==> src/hw/rtl/scan_to_polygon_points_assert.svh <==
// ----------------------------------------------------------------------------
// scan_to_polygon_points_assert.svh
// Assertion macros for the scan-to-polygon RTL; empty under synthesis.
// ----------------------------------------------------------------------------
`ifndef SCAN_TO_POLYGON_POINTS_ASSERT_SVH
`define SCAN_TO_POLYGON_POINTS_ASSERT_SVH

`ifndef SYNTHESIS
// same-cycle implication, clocked on clk, quiet during reset
`define SCP_ASSERT_IMP(lbl, ante, cons) \
  lbl: assert property (@(posedge clk) disable iff (!rst_n) (ante) |-> (cons)) \
    else $error("scp: assertion failed");
// next-cycle implication
`define SCP_ASSERT_NXT(lbl, ante, cons) \
  lbl: assert property (@(posedge clk) disable iff (!rst_n) (ante) |=> (cons)) \
    else $error("scp: assertion failed");
`else
`define SCP_ASSERT_IMP(lbl, ante, cons)
`define SCP_ASSERT_NXT(lbl, ante, cons)
`endif

`endif

==> src/hw/rtl/scp_pkg.sv <==
// ----------------------------------------------------------------------------
// scp_pkg
// Shared types, register indexes and CORDIC constants.
// ----------------------------------------------------------------------------
package scp_pkg;

  localparam int CFG_W     = 16;
  localparam int CFG_IDX_W = 3;
  localparam int COORD_W   = 17;
  localparam int TRIG_W    = 32;
  localparam int Z_W       = 33;

  localparam logic [CFG_IDX_W-1:0] CFG_ANGLE_START   = 3'd0;
  localparam logic [CFG_IDX_W-1:0] CFG_ANGLE_STEP    = 3'd1;
  localparam logic [CFG_IDX_W-1:0] CFG_ANGLE_END     = 3'd2;
  localparam logic [CFG_IDX_W-1:0] CFG_RANGE_LIMIT   = 3'd3;
  localparam logic [CFG_IDX_W-1:0] CFG_OCCLUSION_GAP = 3'd4;

  localparam logic [CFG_W-1:0] ANGLE_STEP_RST = 16'd182;
  localparam logic [CFG_W-1:0] RANGE_LIMIT_RST = 16'hFFFF;
  localparam logic [CFG_W-1:0] OCCL_GAP_RST = 16'd1000;

  // 0.607252935 * 2^30
  localparam logic signed [TRIG_W-1:0] CORDIC_GAIN = 32'sd652032874;

  // atan(2^-i) in units of 2^32 per turn
  localparam logic [31:0] ATAN_TURN32 [24] = '{
    32'd536870912, 32'd316933406, 32'd167458907, 32'd85004756,
    32'd42667331,  32'd21354465,  32'd10679838,  32'd5340245,
    32'd2670163,   32'd1335087,   32'd667544,    32'd333772,
    32'd166886,    32'd83443,     32'd41722,     32'd20861,
    32'd10430,     32'd5215,      32'd2608,      32'd1304,
    32'd652,       32'd326,       32'd163,       32'd81
  };

  typedef enum logic [1:0] {
    JOB_LEAD_IN,
    JOB_SAMPLE,
    JOB_LEAD_OUT
  } job_t;

  typedef enum logic [1:0] {
    PT_LEAD_IN,
    PT_SAMPLE,
    PT_LEAD_OUT,
    PT_CLOSE
  } pt_t;

  typedef struct packed {
    logic valid;
    job_t job;
    logic last;
    logic kind;
  } job_ctl_t;

  typedef struct packed {
    logic valid;
    pt_t  pt;
    logic lor;
    logic kind;
  } pt_ctl_t;

endpackage

==> src/hw/rtl/scp_scale_lane.sv <==
// ----------------------------------------------------------------------------
// scp_scale_lane
// Four-stage scaler for one coordinate: range * trig, rounded, divided by
// the lead count where asked, saturated to +-65535. Also gives half range.
// ----------------------------------------------------------------------------
module scp_scale_lane #(
  parameter int RW          = 16,
  parameter int LEAD_POINTS = 5
) (
  input  logic                                 clk,
  input  logic                                 adv,
  input  logic [RW-1:0]                        range_i,
  input  logic signed [scp_pkg::TRIG_W-1:0]    trig_i,
  input  logic [$clog2((LEAD_POINTS > 1) ? LEAD_POINTS : 2)-1:0] num_i,
  input  logic                                 sel_lead_i,
  output logic signed [scp_pkg::COORD_W-1:0]   main_o,
  output logic signed [scp_pkg::COORD_W-1:0]   half_o
);

  localparam int NB   = $clog2((LEAD_POINTS > 1) ? LEAD_POINTS : 2);
  localparam int PW   = RW + 33;
  localparam int MAGW = RW + 32;
  localparam int LSW  = MAGW + NB + 1;
  localparam int TW   = RW + NB + 3;
  localparam int FW   = RW + 3;
  localparam int HW   = RW + 2;
  localparam logic [LSW-1:0] LEAD_BIAS = LSW'(LEAD_POINTS) << 29;
  localparam logic [TW-1:0]  RECIP     = TW'((64'd1 << TW) / LEAD_POINTS);
  localparam logic [TW-1:0]  LEAD_DEN  = TW'(LEAD_POINTS);

  // stage 1: product
  logic signed [PW-1:0] pa, pb, p1_r;
  logic [NB-1:0]        num1_r;
  logic                 sel1_r;

  assign pa = PW'($signed({1'b0, range_i}));
  assign pb = PW'(trig_i);

  always_ff @(posedge clk) begin
    if (adv) begin
      p1_r   <= pa * pb;
      num1_r <= num_i;
      sel1_r <= sel_lead_i;
    end
  end

  // stage 2: magnitude, rounding for full, half and lead fractions
  logic                 neg1;
  logic [PW-1:0]        abs1;
  logic [MAGW-1:0]      mag1;
  logic [LSW-1:0]       lsum;
  logic [MAGW:0]        fsum, hsum;
  logic [FW-1:0]        fq;
  logic [HW-1:0]        hq;
  logic                 neg2_r, sel2_r;
  logic [TW-1:0]        t2_r;
  logic [15:0]          full2_r, half2_r;

  assign neg1 = p1_r[PW-1];
  assign abs1 = neg1 ? PW'(-p1_r) : PW'(p1_r);
  assign mag1 = abs1[MAGW-1:0];
  assign lsum = LSW'(mag1) * LSW'(num1_r) + LEAD_BIAS;
  assign fsum = (MAGW+1)'(mag1) + (MAGW+1)'(64'd1 << 29);
  assign hsum = (MAGW+1)'(mag1) + (MAGW+1)'(64'd1 << 30);
  assign fq   = FW'(fsum >> 30);
  assign hq   = HW'(hsum >> 31);

  always_ff @(posedge clk) begin
    if (adv) begin
      neg2_r  <= neg1;
      sel2_r  <= sel1_r;
      t2_r    <= TW'(lsum >> 30);
      full2_r <= (fq > FW'(17'd65535)) ? 16'hFFFF : 16'(fq);
      half2_r <= (hq > HW'(17'd65535)) ? 16'hFFFF : 16'(hq);
    end
  end

  // stage 3: reciprocal multiply for the division by the lead count
  logic [2*TW-1:0] prod3_r;
  logic [TW-1:0]   t3_r;
  logic            neg3_r, sel3_r;
  logic [15:0]     full3_r, half3_r;

  always_ff @(posedge clk) begin
    if (adv) begin
      prod3_r <= (2*TW)'(t2_r) * (2*TW)'(RECIP);
      t3_r    <= t2_r;
      neg3_r  <= neg2_r;
      sel3_r  <= sel2_r;
      full3_r <= full2_r;
      half3_r <= half2_r;
    end
  end

  // stage 4: correct the quotient by one, saturate, apply sign
  logic [TW-1:0]  q0, qm, rem, qc;
  logic [15:0]    lead16, main16;
  logic signed [scp_pkg::COORD_W-1:0] main_r, half_r;

  assign q0     = TW'(prod3_r >> TW);
  assign qm     = TW'(q0 * LEAD_DEN);
  assign rem    = t3_r - qm;
  assign qc     = (rem >= LEAD_DEN) ? TW'(q0 + 1'b1) : q0;
  assign lead16 = (qc > TW'(17'd65535)) ? 16'hFFFF : 16'(qc);
  assign main16 = sel3_r ? lead16 : full3_r;

  always_ff @(posedge clk) begin
    if (adv) begin
      main_r <= neg3_r ? -scp_pkg::COORD_W'(main16) : scp_pkg::COORD_W'(main16);
      half_r <= neg3_r ? -scp_pkg::COORD_W'(half3_r) : scp_pkg::COORD_W'(half3_r);
    end
  end

  assign main_o = main_r;
  assign half_o = half_r;

endmodule

==> config.mk <==
export PLATFORM = sky130hd
export DESIGN_NAME = scp_scale_lane
export DESIGN_NICKNAME = d
export VERILOG_FILES = /design/src/hw/rtl/scan_to_polygon_points_assert.svh /design/src/hw/rtl/scp_pkg.sv /design/src/hw/rtl/scp_scale_lane.sv
export SDC_FILE = /design/constraint.sdc
export NUM_CORES = 2
export LEC_CHECK = 0
export BUFFER_PORTS_ARGS = -buffer_cell sky130_fd_sc_hd__buf_4
export CAP_MARGIN = 0
export CORE_MARGIN = 2
export CORE_UTILIZATION = 45
export CTS_CLUSTER_SIZE = 14
export DETAILED_ROUTE_END_ITERATION = 10
export PLACE_DENSITY = 0.69
export SKIP_LAST_GASP = 1
export SLEW_MARGIN = 0
export SYNTH_ARGS = -nofsm -noshare
export SYNTH_HDL_FRONTEND = slang
export SYNTH_SLANG_ARGS = --single-unit
==> constraint.sdc <==
create_clock -name clk -period 18.2 [get_ports clk]
set_input_delay 1.82 -clock clk [delete_from_list [all_inputs] [get_ports clk]]
set_output_delay 1.82 -clock clk [all_outputs]
set_load 0.01 [all_outputs]
==> out/metrics.yaml <==
min_path_type: "reg -> reg"
num_vias: 27116
dieArea_sq_um: 90500
core_sq_um: 87000
max_freq_mhz: 117
final_nets: 5301
port_buffers: 87
wirelength_um: 86400
h-tree-depth: 1
overflow: 0
final_area_sq_um: 42100
die_h_um: 301
synth_area_sq_um: 39700
first_pass_iters: 5
start_kind: "input pin"
antenna_found_initial: 1
postRouteAntennaNets: 0
via_per_inst: 5.11
grt_max_degree: 129
clk_latency_ps: 560
fin_crit_sh_pct: 47.0
async_reset_ff_share_pct: 0
cts_buffer_depth: 3
slew_headroom_pct: 26.0
yosysWarnings: 0
synth-seq-cells: 219
dp_hpwl_um: 71000
placed_area_sq_um: 41300
synth-edff-count: 219
synth_cell_types: 87
die_w_um: 301
critPathCaptureType: "register"
layout-drive-gt1-share_pct: 4.00
grt_pass1_vias: 28774
cts_hold_repair.buffers: 0
slew_violations: 0
numCtsBuffers: 25
ys.flop_type: "edfxtp_1"
root_buffer: "clkbuf_16"
setup_viol_count_final: 0
finClkSkew_ps: 22.4
required_ps: 18490
timing.final.hold_violations: 0
synthCells: 4133
io_pins: 88
arrival_ps: 8840
initial_utilization_pct: 45.6
cts_tree: "done"
syn_area_per_cell_sq_um: 9.59
finalSetupTns_ps: 0
post_cts.repair.setup_buffers: 0
drt_iter0_markers: 1434
wl_per_cell_um: 16.3
grt_pass1_wl_um: 145000
worst_pin_slew_ps: 1100
yosysSeqAreaShare_pct: 16.6
gp_congestion: 0.892
min_period_ps: 8550
synth_fp_nets: 5301
area_delta_synth_final_pct: 6.13
status: "finished clean"
clkTransAtPathRegs_ps: 60
grt.total_usage_pct: 19.7
rsz0062_at_grt: "no"
cap_viol_max_count: 0
drc: 0
finish.utilization_pct: 48.4
cts_sinks: 219
cts-resized-gates: 0
rows: 108
worst-path-max-fanout: 32
critPathKind: "in -> reg"
==> routing by layer <==
metal  vias up  part of all wire [%]  track usage (%)
met3       104                   6.9             2.94
met2       743                    46             32.9
met5         -                 0.015                0
met4         2                   1.9             4.06
met1     13467                    45             27.4
li1      12800                     -                -
==> placed cells by master (no fill, tap or decap), drive strengths merged, types with 31 or more instances in the layout <==
master and n:
nand2 577, nand3 31, nor2 106, edfxtp 219, xor2 54, a21o 38
o21ai 88, buf 94, inv 960, xnor2 160, a21oi 99, ha 418
and2 209, fa 696
==> cell families (layout without fill, tap and decap cells) <==
group                    Yosys count  count (layout)  share of synthesized area (%)
adder cells (fa/ha/maj)         1114            1114                           48.3
other                              0               1                              0
AO/OA/AOI/OAI                    383             383                           6.33
buffers and inverters           1077            1094                           10.2
flip-flops                       219             219                           16.6
XOR/XNOR                         215             215                           4.80
multiplexers                       9               9                          0.246
AND/OR/NAND/NOR                 1116            1116                           13.5
==> final cells by class <==
type                       instances  area, sq um
multi-input combinational       2837        29000
sequential                       219         6580
timing repair buffer              94          713
fill                            8203        44900
antenna                            1         2.50
clock inverter                    15          104
inverter                         956         3590
tap                             1155         1450
clock buffer                      29          641
==> final timing paths <==
| check | startpoint | endpoint | slack, ps | cells past startpoint |
|---|---|---|---|---|
| min | half2_r[5]$_SDFFCE_PN1P_ | half3_r[5]$_DFFE_PP_ | 420 | 0 |
| min reg2reg | half2_r[5]$_SDFFCE_PN1P_ | half3_r[5]$_DFFE_PP_ | 420 | 0 |
| max | range_i[7] | p1_r[43]$_DFFE_PP_ | 9650 | 26 |
| max reg2reg | p1_r[3]$_DFFE_PP_ | t2_r[20]$_DFFE_PP_ | 10640 | 24 |
==> cell usage after synthesis (all sizes together) (6+ instances only) <==
cell type    n  share of area, %
or3         20              0.32
o31a         8              0.18
xnor2      160               3.6
o21ai       88               1.1
a211oi      10              0.19
a21oi       99               1.2
nor3        29              0.38
o41ai       13              0.33
nand4       18              0.30
ha         418                13
a21boi       6              0.11
or2         11              0.17
nand2      577               5.5
nor4         7              0.11
fa         696                35
o21a        18              0.34
and3        15              0.25
nand2b      30              0.47
and2       209               3.3
inv        956               9.1
o31ai       22              0.42
nor2b       29              0.46
mux2i        6              0.16
and4         6              0.13
clkbuf     117               1.1
xor2        54               1.2
nand3       31              0.42
edfxtp     219                17
nor2       106               1.0
a31oi       18              0.28
or4         12              0.25
a21o        38              0.72
==> stage by stage <==
step                setup slack [ps]  hold WS (ps)  cells
CTS                             9620           415   5305
detailed placement              9030           405   5261
global placement                9200           402   5261
floorplan                       9900           400   4133
global route                    9180           414   5305
finish                          9650           416   5306
==> flip-flops by register name, indices dropped and copies added (netlist names), 3 cells and up <==
| signal | cells |
|---|---|
| full2_r | 16 |
| full3_r | 16 |
| half2_r | 16 |
| half3_r | 16 |
| half_o | 17 |
| main_o | 17 |
| num1_r | 3 |
| p1_r | 49 |
| prod3_r | 20 |
| t2_r | 22 |
| t3_r | 22 |
==> worst max-delay path, cell delays in order <==
cell and delay [ps]:
buf_4 340, nand2_1 140, fa_1 550, inv_1 50
fa_1 570, fa_1 440, fa_1 490, inv_1 50
fa_1 520, inv_1 50, fa_1 480, ha_1 380
a21o_1 210, a21o_1 180, a21oi_1 170, nor2_1 60
a21oi_1 120, o21ai_0 160, a211o_1 320, nand4_1 130
nand3_1 140, a311oi_1 370, o21ai_0 260, a31oi_1 420
o311ai_0 220, xnor2_1 170
Power is left out: the tool's default activity adds up to more than one toggle a clock period on the data nets, which glitch-free logic cannot reach.
