## config.mk

```make
export PLATFORM = sky130hd
export DESIGN_NAME = scp_cordic_cell
export DESIGN_NICKNAME = d
export VERILOG_FILES = /design/src/hw/rtl/scan_to_polygon_points_assert.svh /design/src/hw/rtl/scp_pkg.sv /design/src/hw/rtl/scp_cordic_cell.sv
export SDC_FILE = /design/constraint.sdc
export NUM_CORES = 1
export LEC_CHECK = 0
export BUFFER_PORTS_ARGS = -buffer_cell sky130_fd_sc_hd__buf_2
export CORE_ASPECT_RATIO = 1.75
export CORE_UTILIZATION = 45
export CTS_BUF_LIST = sky130_fd_sc_hd__clkbuf_16
export DETAILED_ROUTE_END_ITERATION = 10
export GPL_ROUTABILITY_DRIVEN = 0
export PLACE_DENSITY = 0.69
export SYNTH_ARGS = -nofsm -noshare
export SYNTH_HDL_FRONTEND = slang
export SYNTH_SLANG_ARGS = --single-unit
```

## constraint.sdc

```tcl
create_clock -name clk -period 7.2 [get_ports clk]
set_clock_uncertainty 0.15 [all_clocks]
set_input_delay 1.08 -clock clk [delete_from_list [all_inputs] [get_ports clk]]
set_output_delay 1.08 -clock clk [all_outputs]
set_load 0.05 [all_outputs]
```

## src/hw/rtl/scan_to_polygon_points_assert.svh

```systemverilog
// ----------------------------------------------------------------------------
// scan_to_polygon_points_assert.svh
// Assertion macros for the scan-to-polygon RTL; empty under synthesis.
// ----------------------------------------------------------------------------
`ifndef SCAN_TO_POLYGON_POINTS_ASSERT_SVH
`define SCAN_TO_POLYGON_POINTS_ASSERT_SVH

`ifndef SYNTHESIS
// same-cycle implication, clocked on clk, quiet during reset
`define SCP_ASSERT_IMP(lbl, ante, cons) \
  lbl: assert property (@(posedge clk) disable iff (!rst_n) (ante) |-> (cons)) \
    else $error("scp: assertion failed");
// next-cycle implication
`define SCP_ASSERT_NXT(lbl, ante, cons) \
  lbl: assert property (@(posedge clk) disable iff (!rst_n) (ante) |=> (cons)) \
    else $error("scp: assertion failed");
`else
`define SCP_ASSERT_IMP(lbl, ante, cons)
`define SCP_ASSERT_NXT(lbl, ante, cons)
`endif

`endif

```

## src/hw/rtl/scp_pkg.sv

```systemverilog
// ----------------------------------------------------------------------------
// scp_pkg
// Shared types, register indexes and CORDIC constants.
// ----------------------------------------------------------------------------
package scp_pkg;

  localparam int CFG_W     = 16;
  localparam int CFG_IDX_W = 3;
  localparam int COORD_W   = 17;
  localparam int TRIG_W    = 32;
  localparam int Z_W       = 33;

  localparam logic [CFG_IDX_W-1:0] CFG_ANGLE_START   = 3'd0;
  localparam logic [CFG_IDX_W-1:0] CFG_ANGLE_STEP    = 3'd1;
  localparam logic [CFG_IDX_W-1:0] CFG_ANGLE_END     = 3'd2;
  localparam logic [CFG_IDX_W-1:0] CFG_RANGE_LIMIT   = 3'd3;
  localparam logic [CFG_IDX_W-1:0] CFG_OCCLUSION_GAP = 3'd4;

  localparam logic [CFG_W-1:0] ANGLE_STEP_RST = 16'd182;
  localparam logic [CFG_W-1:0] RANGE_LIMIT_RST = 16'hFFFF;
  localparam logic [CFG_W-1:0] OCCL_GAP_RST = 16'd1000;

  // 0.607252935 * 2^30
  localparam logic signed [TRIG_W-1:0] CORDIC_GAIN = 32'sd652032874;

  // atan(2^-i) in units of 2^32 per turn
  localparam logic [31:0] ATAN_TURN32 [24] = '{
    32'd536870912, 32'd316933406, 32'd167458907, 32'd85004756,
    32'd42667331,  32'd21354465,  32'd10679838,  32'd5340245,
    32'd2670163,   32'd1335087,   32'd667544,    32'd333772,
    32'd166886,    32'd83443,     32'd41722,     32'd20861,
    32'd10430,     32'd5215,      32'd2608,      32'd1304,
    32'd652,       32'd326,       32'd163,       32'd81
  };

  typedef enum logic [1:0] {
    JOB_LEAD_IN,
    JOB_SAMPLE,
    JOB_LEAD_OUT
  } job_t;

  typedef enum logic [1:0] {
    PT_LEAD_IN,
    PT_SAMPLE,
    PT_LEAD_OUT,
    PT_CLOSE
  } pt_t;

  typedef struct packed {
    logic valid;
    job_t job;
    logic last;
    logic kind;
  } job_ctl_t;

  typedef struct packed {
    logic valid;
    pt_t  pt;
    logic lor;
    logic kind;
  } pt_ctl_t;

endpackage

```

## src/hw/rtl/scp_cordic_cell.sv

```systemverilog
// ----------------------------------------------------------------------------
// scp_cordic_cell
// One CORDIC rotation stage; registers its result and the job riding along.
// ----------------------------------------------------------------------------
module scp_cordic_cell #(
  parameter int STAGE = 0,
  parameter int RW    = 16
) (
  input  logic                                clk,
  input  logic                                rst_n,
  input  logic                                adv,
  input  scp_pkg::job_ctl_t                   i_ctl,
  input  logic                                i_flip,
  input  logic [RW-1:0]                       i_range,
  input  logic signed [scp_pkg::TRIG_W-1:0]   i_x,
  input  logic signed [scp_pkg::TRIG_W-1:0]   i_y,
  input  logic signed [scp_pkg::Z_W-1:0]      i_z,
  output scp_pkg::job_ctl_t                   o_ctl,
  output logic                                o_flip,
  output logic [RW-1:0]                       o_range,
  output logic signed [scp_pkg::TRIG_W-1:0]   o_x,
  output logic signed [scp_pkg::TRIG_W-1:0]   o_y,
  output logic signed [scp_pkg::Z_W-1:0]      o_z
);

  localparam logic signed [scp_pkg::Z_W-1:0] ATAN_STEP =
    scp_pkg::Z_W'(scp_pkg::ATAN_TURN32[STAGE]);

  scp_pkg::job_ctl_t                 ctl_r;
  logic                              flip_r;
  logic [RW-1:0]                     range_r;
  logic signed [scp_pkg::TRIG_W-1:0] x_r, y_r, x_nxt, y_nxt, dx, dy;
  logic signed [scp_pkg::Z_W-1:0]    z_r, z_nxt;

  assign dx = i_y >>> STAGE;
  assign dy = i_x >>> STAGE;

  // rotate toward zero residual angle
  always_comb begin
    if (!i_z[scp_pkg::Z_W-1]) begin
      x_nxt = i_x - dx;
      y_nxt = i_y + dy;
      z_nxt = i_z - ATAN_STEP;
    end else begin
      x_nxt = i_x + dx;
      y_nxt = i_y - dy;
      z_nxt = i_z + ATAN_STEP;
    end
  end

  always_ff @(posedge clk) begin
    if (!rst_n) begin
      ctl_r.valid <= 1'b0;
    end else if (adv) begin
      ctl_r   <= i_ctl;
      flip_r  <= i_flip;
      range_r <= i_range;
      x_r     <= x_nxt;
      y_r     <= y_nxt;
      z_r     <= z_nxt;
    end
  end

  assign o_ctl   = ctl_r;
  assign o_flip  = flip_r;
  assign o_range = range_r;
  assign o_x     = x_r;
  assign o_y     = y_r;
  assign o_z     = z_r;

endmodule

```

==> run_summary.xml <==
<?xml version="1.0" encoding="UTF-8"?>
<metrics>
  <group name="timing">
    <metric name="post-route-period-util" unit="%">61.4</metric>
    <metric name="setup_viol" unit="">0</metric>
    <metric name="hold_viol" unit="">0</metric>
    <metric name="slew_headroom" unit="%">34.4</metric>
    <metric name="worst_pin_slew" unit="ns">0.985</metric>
    <metric name="final.setup.tns" unit="ns">0</metric>
    <metric name="final_max_slew_viol_count" unit="">0</metric>
    <metric name="rsz0062_at_grt" unit="">no</metric>
    <metric name="post-route-min-period" unit="ns">4.42</metric>
    <metric name="timing.fmax" unit="GHz">0.226</metric>
    <metric name="finalWorstSetupSlack" unit="ns">2.78</metric>
    <metric name="fin_hold_ws" unit="ns">0.382</metric>
  </group>
  <group name="yosys">
    <metric name="yosysSeqAreaShare" unit="%">38.1</metric>
    <metric name="post_synth_fa_ha_maj_area_fraction" unit="%">14.7</metric>
    <metric name="synthSimpleGateAreaFrac" unit="%">11.9</metric>
    <metric name="synth-xor-area-share" unit="%">5.77</metric>
    <metric name="synth.largest_area_cell" unit="">sky130_fd_sc_hd__edfxtp_1</metric>
    <metric name="netlist_area" unit="mm²">0.00927</metric>
    <metric name="yosysTopAreaCellShare" unit="%">37.9</metric>
    <metric name="synth_enable_flop_cells" unit="">117</metric>
    <metric name="asyncSetResetFlopFracSynth" unit="%">0</metric>
    <metric name="yosysUniqueCellTypes" unit="">79</metric>
    <metric name="synth_warnings" unit="">0</metric>
    <metric name="synth_compound_gate_area_share" unit="%">22.1</metric>
    <metric name="syn-num-nets" unit="">1206</metric>
    <metric name="post_synth_mux_area_share" unit="%">1.09</metric>
    <metric name="yosys_register_bits" unit="">118</metric>
    <metric name="synth_top_flop_cell" unit="">sky130_fd_sc_hd__edfxtp_1</metric>
    <metric name="postSynthCellCount" unit="">977</metric>
    <metric name="largest_family_of_logic_cells_by_synthesized_area" unit="">compound AO/OA/AOI/OAI gates</metric>
    <metric name="yosys-top-cells-area" unit="">sky130_fd_sc_hd__edfxtp_1, sky130_fd_sc_hd__ha_1, sky130_fd_sc_hd__a21oi_1</metric>
    <metric name="postSynthAreaPerCell" unit="µm²">9.48</metric>
  </group>
  <group name="placed_design">
    <metric name="placement.io_buffers" unit="">240</metric>
    <metric name="placed_instances" unit="">1421</metric>
    <metric name="post_dp_cell_area" unit="mm²">0.0106</metric>
    <metric name="dp_slack" unit="ns">2.49</metric>
    <metric name="detailedPlacementHpwl" unit="µm">21700</metric>
  </group>
  <group name="global_routing">
    <metric name="grt_use_met2" unit="%">51.0</metric>
    <metric name="grt_max_degree" unit="">82</metric>
    <metric name="grt_use_met1" unit="%">25.1</metric>
    <metric name="antenna_found_initial" unit="">0</metric>
    <metric name="gr-usage-met3" unit="%">4.01</metric>
    <metric name="grt-ovfl-total" unit="">0</metric>
    <metric name="first_global_vias" unit="">8222</metric>
    <metric name="track_usage" unit="%">26.2</metric>
    <metric name="busiest_layer" unit="">met2</metric>
    <metric name="global_route_wire_length_before_repair" unit="µm">43000</metric>
  </group>
  <group name="final_layout">
    <metric name="synthToLayoutAreaGrowth" unit="%">20.4</metric>
    <metric name="antenna_cells" unit="">0</metric>
    <metric name="utilization" unit="%">55.2</metric>
    <metric name="drive_above_1_share" unit="%">26.2</metric>
    <metric name="design_area" unit="mm²">0.0112</metric>
    <metric name="final_nets" unit="">1421</metric>
    <metric name="post_route_non_filler_standard_cell_count" unit="">1453</metric>
  </group>
  <group name="clocking">
    <metric name="worstSkewPairLatency" unit="ns">0.42</metric>
    <metric name="cts.sinks" unit="">118</metric>
    <metric name="cts_h_tree_lvls" unit="">4</metric>
    <metric name="clkTransAtPathRegs" unit="ns">0.06</metric>
    <metric name="clock_root_buffer_master" unit="">sky130_fd_sc_hd__clkbuf_16</metric>
    <metric name="cts_tree" unit="">built</metric>
    <metric name="cts_buffer_depth" unit="">2</metric>
    <metric name="cts-resized-gates" unit="">0</metric>
    <metric name="total_clock_buffers_created_by_cts" unit="">17</metric>
    <metric name="cts.hold.buffers_added" unit="">0</metric>
    <metric name="postCtsSetupBuffers" unit="">0</metric>
  </group>
  <group name="worst_setup_path">
    <metric name="beginning_of_the_critical_path" unit="">i_x[6]</metric>
    <metric name="critPathArrivalTime" unit="ns">4.42</metric>
    <metric name="ff2ff_path_depth" unit="">2</metric>
    <metric name="critical_path_class" unit="">in -&gt; reg</metric>
    <metric name="cp_data_required_time" unit="ns">7.20</metric>
    <metric name="critical_path.reg2reg.startpoint" unit="">o_ctl[4]</metric>
    <metric name="reg2reg_to" unit="">o_ctl[4]</metric>
    <metric name="critical_path.startpoint_type" unit="">primary input</metric>
    <metric name="critPathCapture" unit="">o_x[30]</metric>
    <metric name="critPathMaxFanout" unit="">14</metric>
    <metric name="worstSetupEndpointType" unit="">register</metric>
    <metric name="setup.reg_to_reg.worst_slack" unit="ns">6.45</metric>
  </group>
  <group name="detailed_routing">
    <metric name="viasPerCell" unit="">5.70</metric>
    <metric name="routed_wl" unit="µm">27900</metric>
    <metric name="vias" unit="">8279</metric>
    <metric name="drc_errors" unit="">0</metric>
    <metric name="first_iter_violations" unit="">552</metric>
    <metric name="antenna_violating_nets_remaining" unit="">0</metric>
    <metric name="drt_pre_antenna_iters" unit="">5</metric>
    <metric name="detail_route.wl_per_cell" unit="µm">19.2</metric>
  </group>
  <group name="power">
    <metric name="static-leakage-power" unit="nW">4.95</metric>
    <metric name="combinationalPowerShare" unit="%">33.1</metric>
    <metric name="fin_total_pwr" unit="mW">2.58</metric>
    <metric name="net_switching_component_of_the_power" unit="mW">0.967</metric>
    <metric name="power.density_cell_area" unit="mW/mm²">231</metric>
    <metric name="power.internal" unit="mW">1.61</metric>
    <metric name="vdd.ir_drop.worst" unit="µV">231</metric>
    <metric name="power_frac_seq" unit="%">33.3</metric>
    <metric name="power_frac_clock" unit="%">33.5</metric>
    <metric name="p_sw_share" unit="%">37.5</metric>
  </group>
  <group name="worst_hold_path">
    <metric name="hold_path.class" unit="">reg -&gt; reg</metric>
  </group>
  <group name="die">
    <metric name="fp.dieArea" unit="mm²">0.0212</metric>
    <metric name="initial_utilization" unit="%">45.9</metric>
    <metric name="die_width" unit="µm">110</metric>
    <metric name="num_io_pins" unit="">241</metric>
    <metric name="rows" unit="">69</metric>
    <metric name="dieHeight" unit="µm">192</metric>
    <metric name="core" unit="mm²">0.0202</metric>
  </group>
  <group name="outcome">
    <metric name="outcome" unit="">finished clean</metric>
  </group>
  <group name="job">
    <metric name="cap_violations" unit="">0</metric>
  </group>
</metrics>
-- power groups by stage --
stage	logic, mW	registers, mW	clock network [mW]
after floorplan	0.399	1.10	0
after global placement	0.837	0.874	0
after detailed placement	0.842	0.876	0
after CTS	0.846	0.862	0.879
after global routing	0.911	0.866	0.906
final	0.855	0.861	0.866
-- sequential cells by signal (all words and copies together), names as in the netlist --
name     cells
o_ctl        5
o_y         31
o_x         32
o_flip       1
o_range     16
o_z         33
-- layout make-up --
| type | instances | area (µm²) |
|---|---|---|
| clock buffers | 17 | 425 |
| fillers | 1925 | 9040 |
| well taps | 248 | 310 |
| clock inverters | 15 | 169 |
| repair buffers | 242 | 1220 |
| inverters | 95 | 357 |
| multi-input cells | 718 | 5150 |
| flip-flops and latches | 118 | 3530 |
-- synthesized netlist by cell type, types with 5 or more instances --
cell / count
sky130_fd_sc_hd__and2_1: 5
sky130_fd_sc_hd__clkbuf_1: 19
sky130_fd_sc_hd__nand4_1: 8
sky130_fd_sc_hd__o31ai_1: 9
sky130_fd_sc_hd__buf_2: 12
sky130_fd_sc_hd__and3_1: 5
sky130_fd_sc_hd__ha_1: 104
sky130_fd_sc_hd__buf_4: 7
sky130_fd_sc_hd__o21ai_0: 74
sky130_fd_sc_hd__o211ai_1: 6
sky130_fd_sc_hd__a31o_2: 6
sky130_fd_sc_hd__a31oi_1: 9
sky130_fd_sc_hd__a21o_1: 18
sky130_fd_sc_hd__nand2_1: 60
sky130_fd_sc_hd__nand3_1: 10
sky130_fd_sc_hd__or2_2: 6
sky130_fd_sc_hd__xor2_1: 11
sky130_fd_sc_hd__buf_1: 6
sky130_fd_sc_hd__nor3_1: 18
sky130_fd_sc_hd__nor2_1: 73
sky130_fd_sc_hd__edfxtp_1: 117
sky130_fd_sc_hd__o21bai_1: 11
sky130_fd_sc_hd__a21oi_1: 108
sky130_fd_sc_hd__inv_1: 90
sky130_fd_sc_hd__nand2b_1: 7
sky130_fd_sc_hd__xnor2_1: 50
sky130_fd_sc_hd__mux2i_1: 9
sky130_fd_sc_hd__nor2b_1: 11
sky130_fd_sc_hd__a211oi_1: 14
-- layout by cell type (no fill, tap or decap), types with 5 or more instances in the layout --
cell type	synthesis	layout
sky130_fd_sc_hd__a211oi_1	14	14
sky130_fd_sc_hd__a21o_1	18	18
sky130_fd_sc_hd__a21oi_1	108	108
sky130_fd_sc_hd__a31o_2	6	6
sky130_fd_sc_hd__a31oi_1	9	9
sky130_fd_sc_hd__and3_1	5	5
sky130_fd_sc_hd__buf_2	12	240
sky130_fd_sc_hd__clkbuf_16	0	17
sky130_fd_sc_hd__edfxtp_1	117	117
sky130_fd_sc_hd__ha_1	104	104
sky130_fd_sc_hd__inv_1	90	90
sky130_fd_sc_hd__inv_6	0	5
sky130_fd_sc_hd__mux2i_1	9	9
sky130_fd_sc_hd__nand2_1	60	60
sky130_fd_sc_hd__nand2b_1	7	7
sky130_fd_sc_hd__nand3_1	10	10
sky130_fd_sc_hd__nand4_1	8	8
sky130_fd_sc_hd__nor2_1	73	73
sky130_fd_sc_hd__nor2b_1	11	11
sky130_fd_sc_hd__nor3_1	18	18
sky130_fd_sc_hd__o211ai_1	6	6
sky130_fd_sc_hd__o21ai_0	74	74
sky130_fd_sc_hd__o21bai_1	11	11
sky130_fd_sc_hd__o31ai_1	9	9
sky130_fd_sc_hd__or2_2	6	6
sky130_fd_sc_hd__xnor2_1	50	50
sky130_fd_sc_hd__xor2_1	11	11
-- worst max-delay path, cell delays in order --
cell and delay (ns):
sky130_fd_sc_hd__buf_2 0.10, sky130_fd_sc_hd__inv_1 0.04, sky130_fd_sc_hd__ha_1 0.56, sky130_fd_sc_hd__nand4_1 0.25
sky130_fd_sc_hd__o21bai_1 0.22, sky130_fd_sc_hd__a21oi_1 0.43, sky130_fd_sc_hd__o21ai_0 0.24, sky130_fd_sc_hd__and2_1 0.24
sky130_fd_sc_hd__o21ai_0 0.52, sky130_fd_sc_hd__a31oi_1 0.26, sky130_fd_sc_hd__a211oi_1 0.35, sky130_fd_sc_hd__xor2_1 0.13
-- metal layers --
layer,share of wire [%],vias to the layer above
met5,0,-
met4,6.3,0
met3,4.6,110
met2,55,373
met1,34,3859
li1,-,3937
-- how the worst min path moves through the flow --
stage,from,endpoint,cells after the start,slack [ns]
5_1_grt,o_ctl[4],o_ctl[4],2,0.42
3_3_place_gp,o_ctl[4],o_ctl[4],2,0.35
3_5_place_dp,o_ctl[4],o_ctl[4],2,0.38
4_1_cts,o_ctl[4],o_ctl[4],2,0.40
6_report,o_ctl[4],o_ctl[4],2,0.38
2_1_floorplan,o_ctl[4],o_ctl[4],2,0.59
-- kinds of logic (layout without fill, tap and decap cells) --
kind of cell / count (synthesis) / in the layout
compound gates: 313 / 313
simple gates: 227 / 227
buf+inv: 141 / 369
flops: 118 / 118
fa+ha+maj: 107 / 107
xor+xnor: 61 / 61
mux: 10 / 10
No activity file was read; power rests on OpenSTA's default activity.
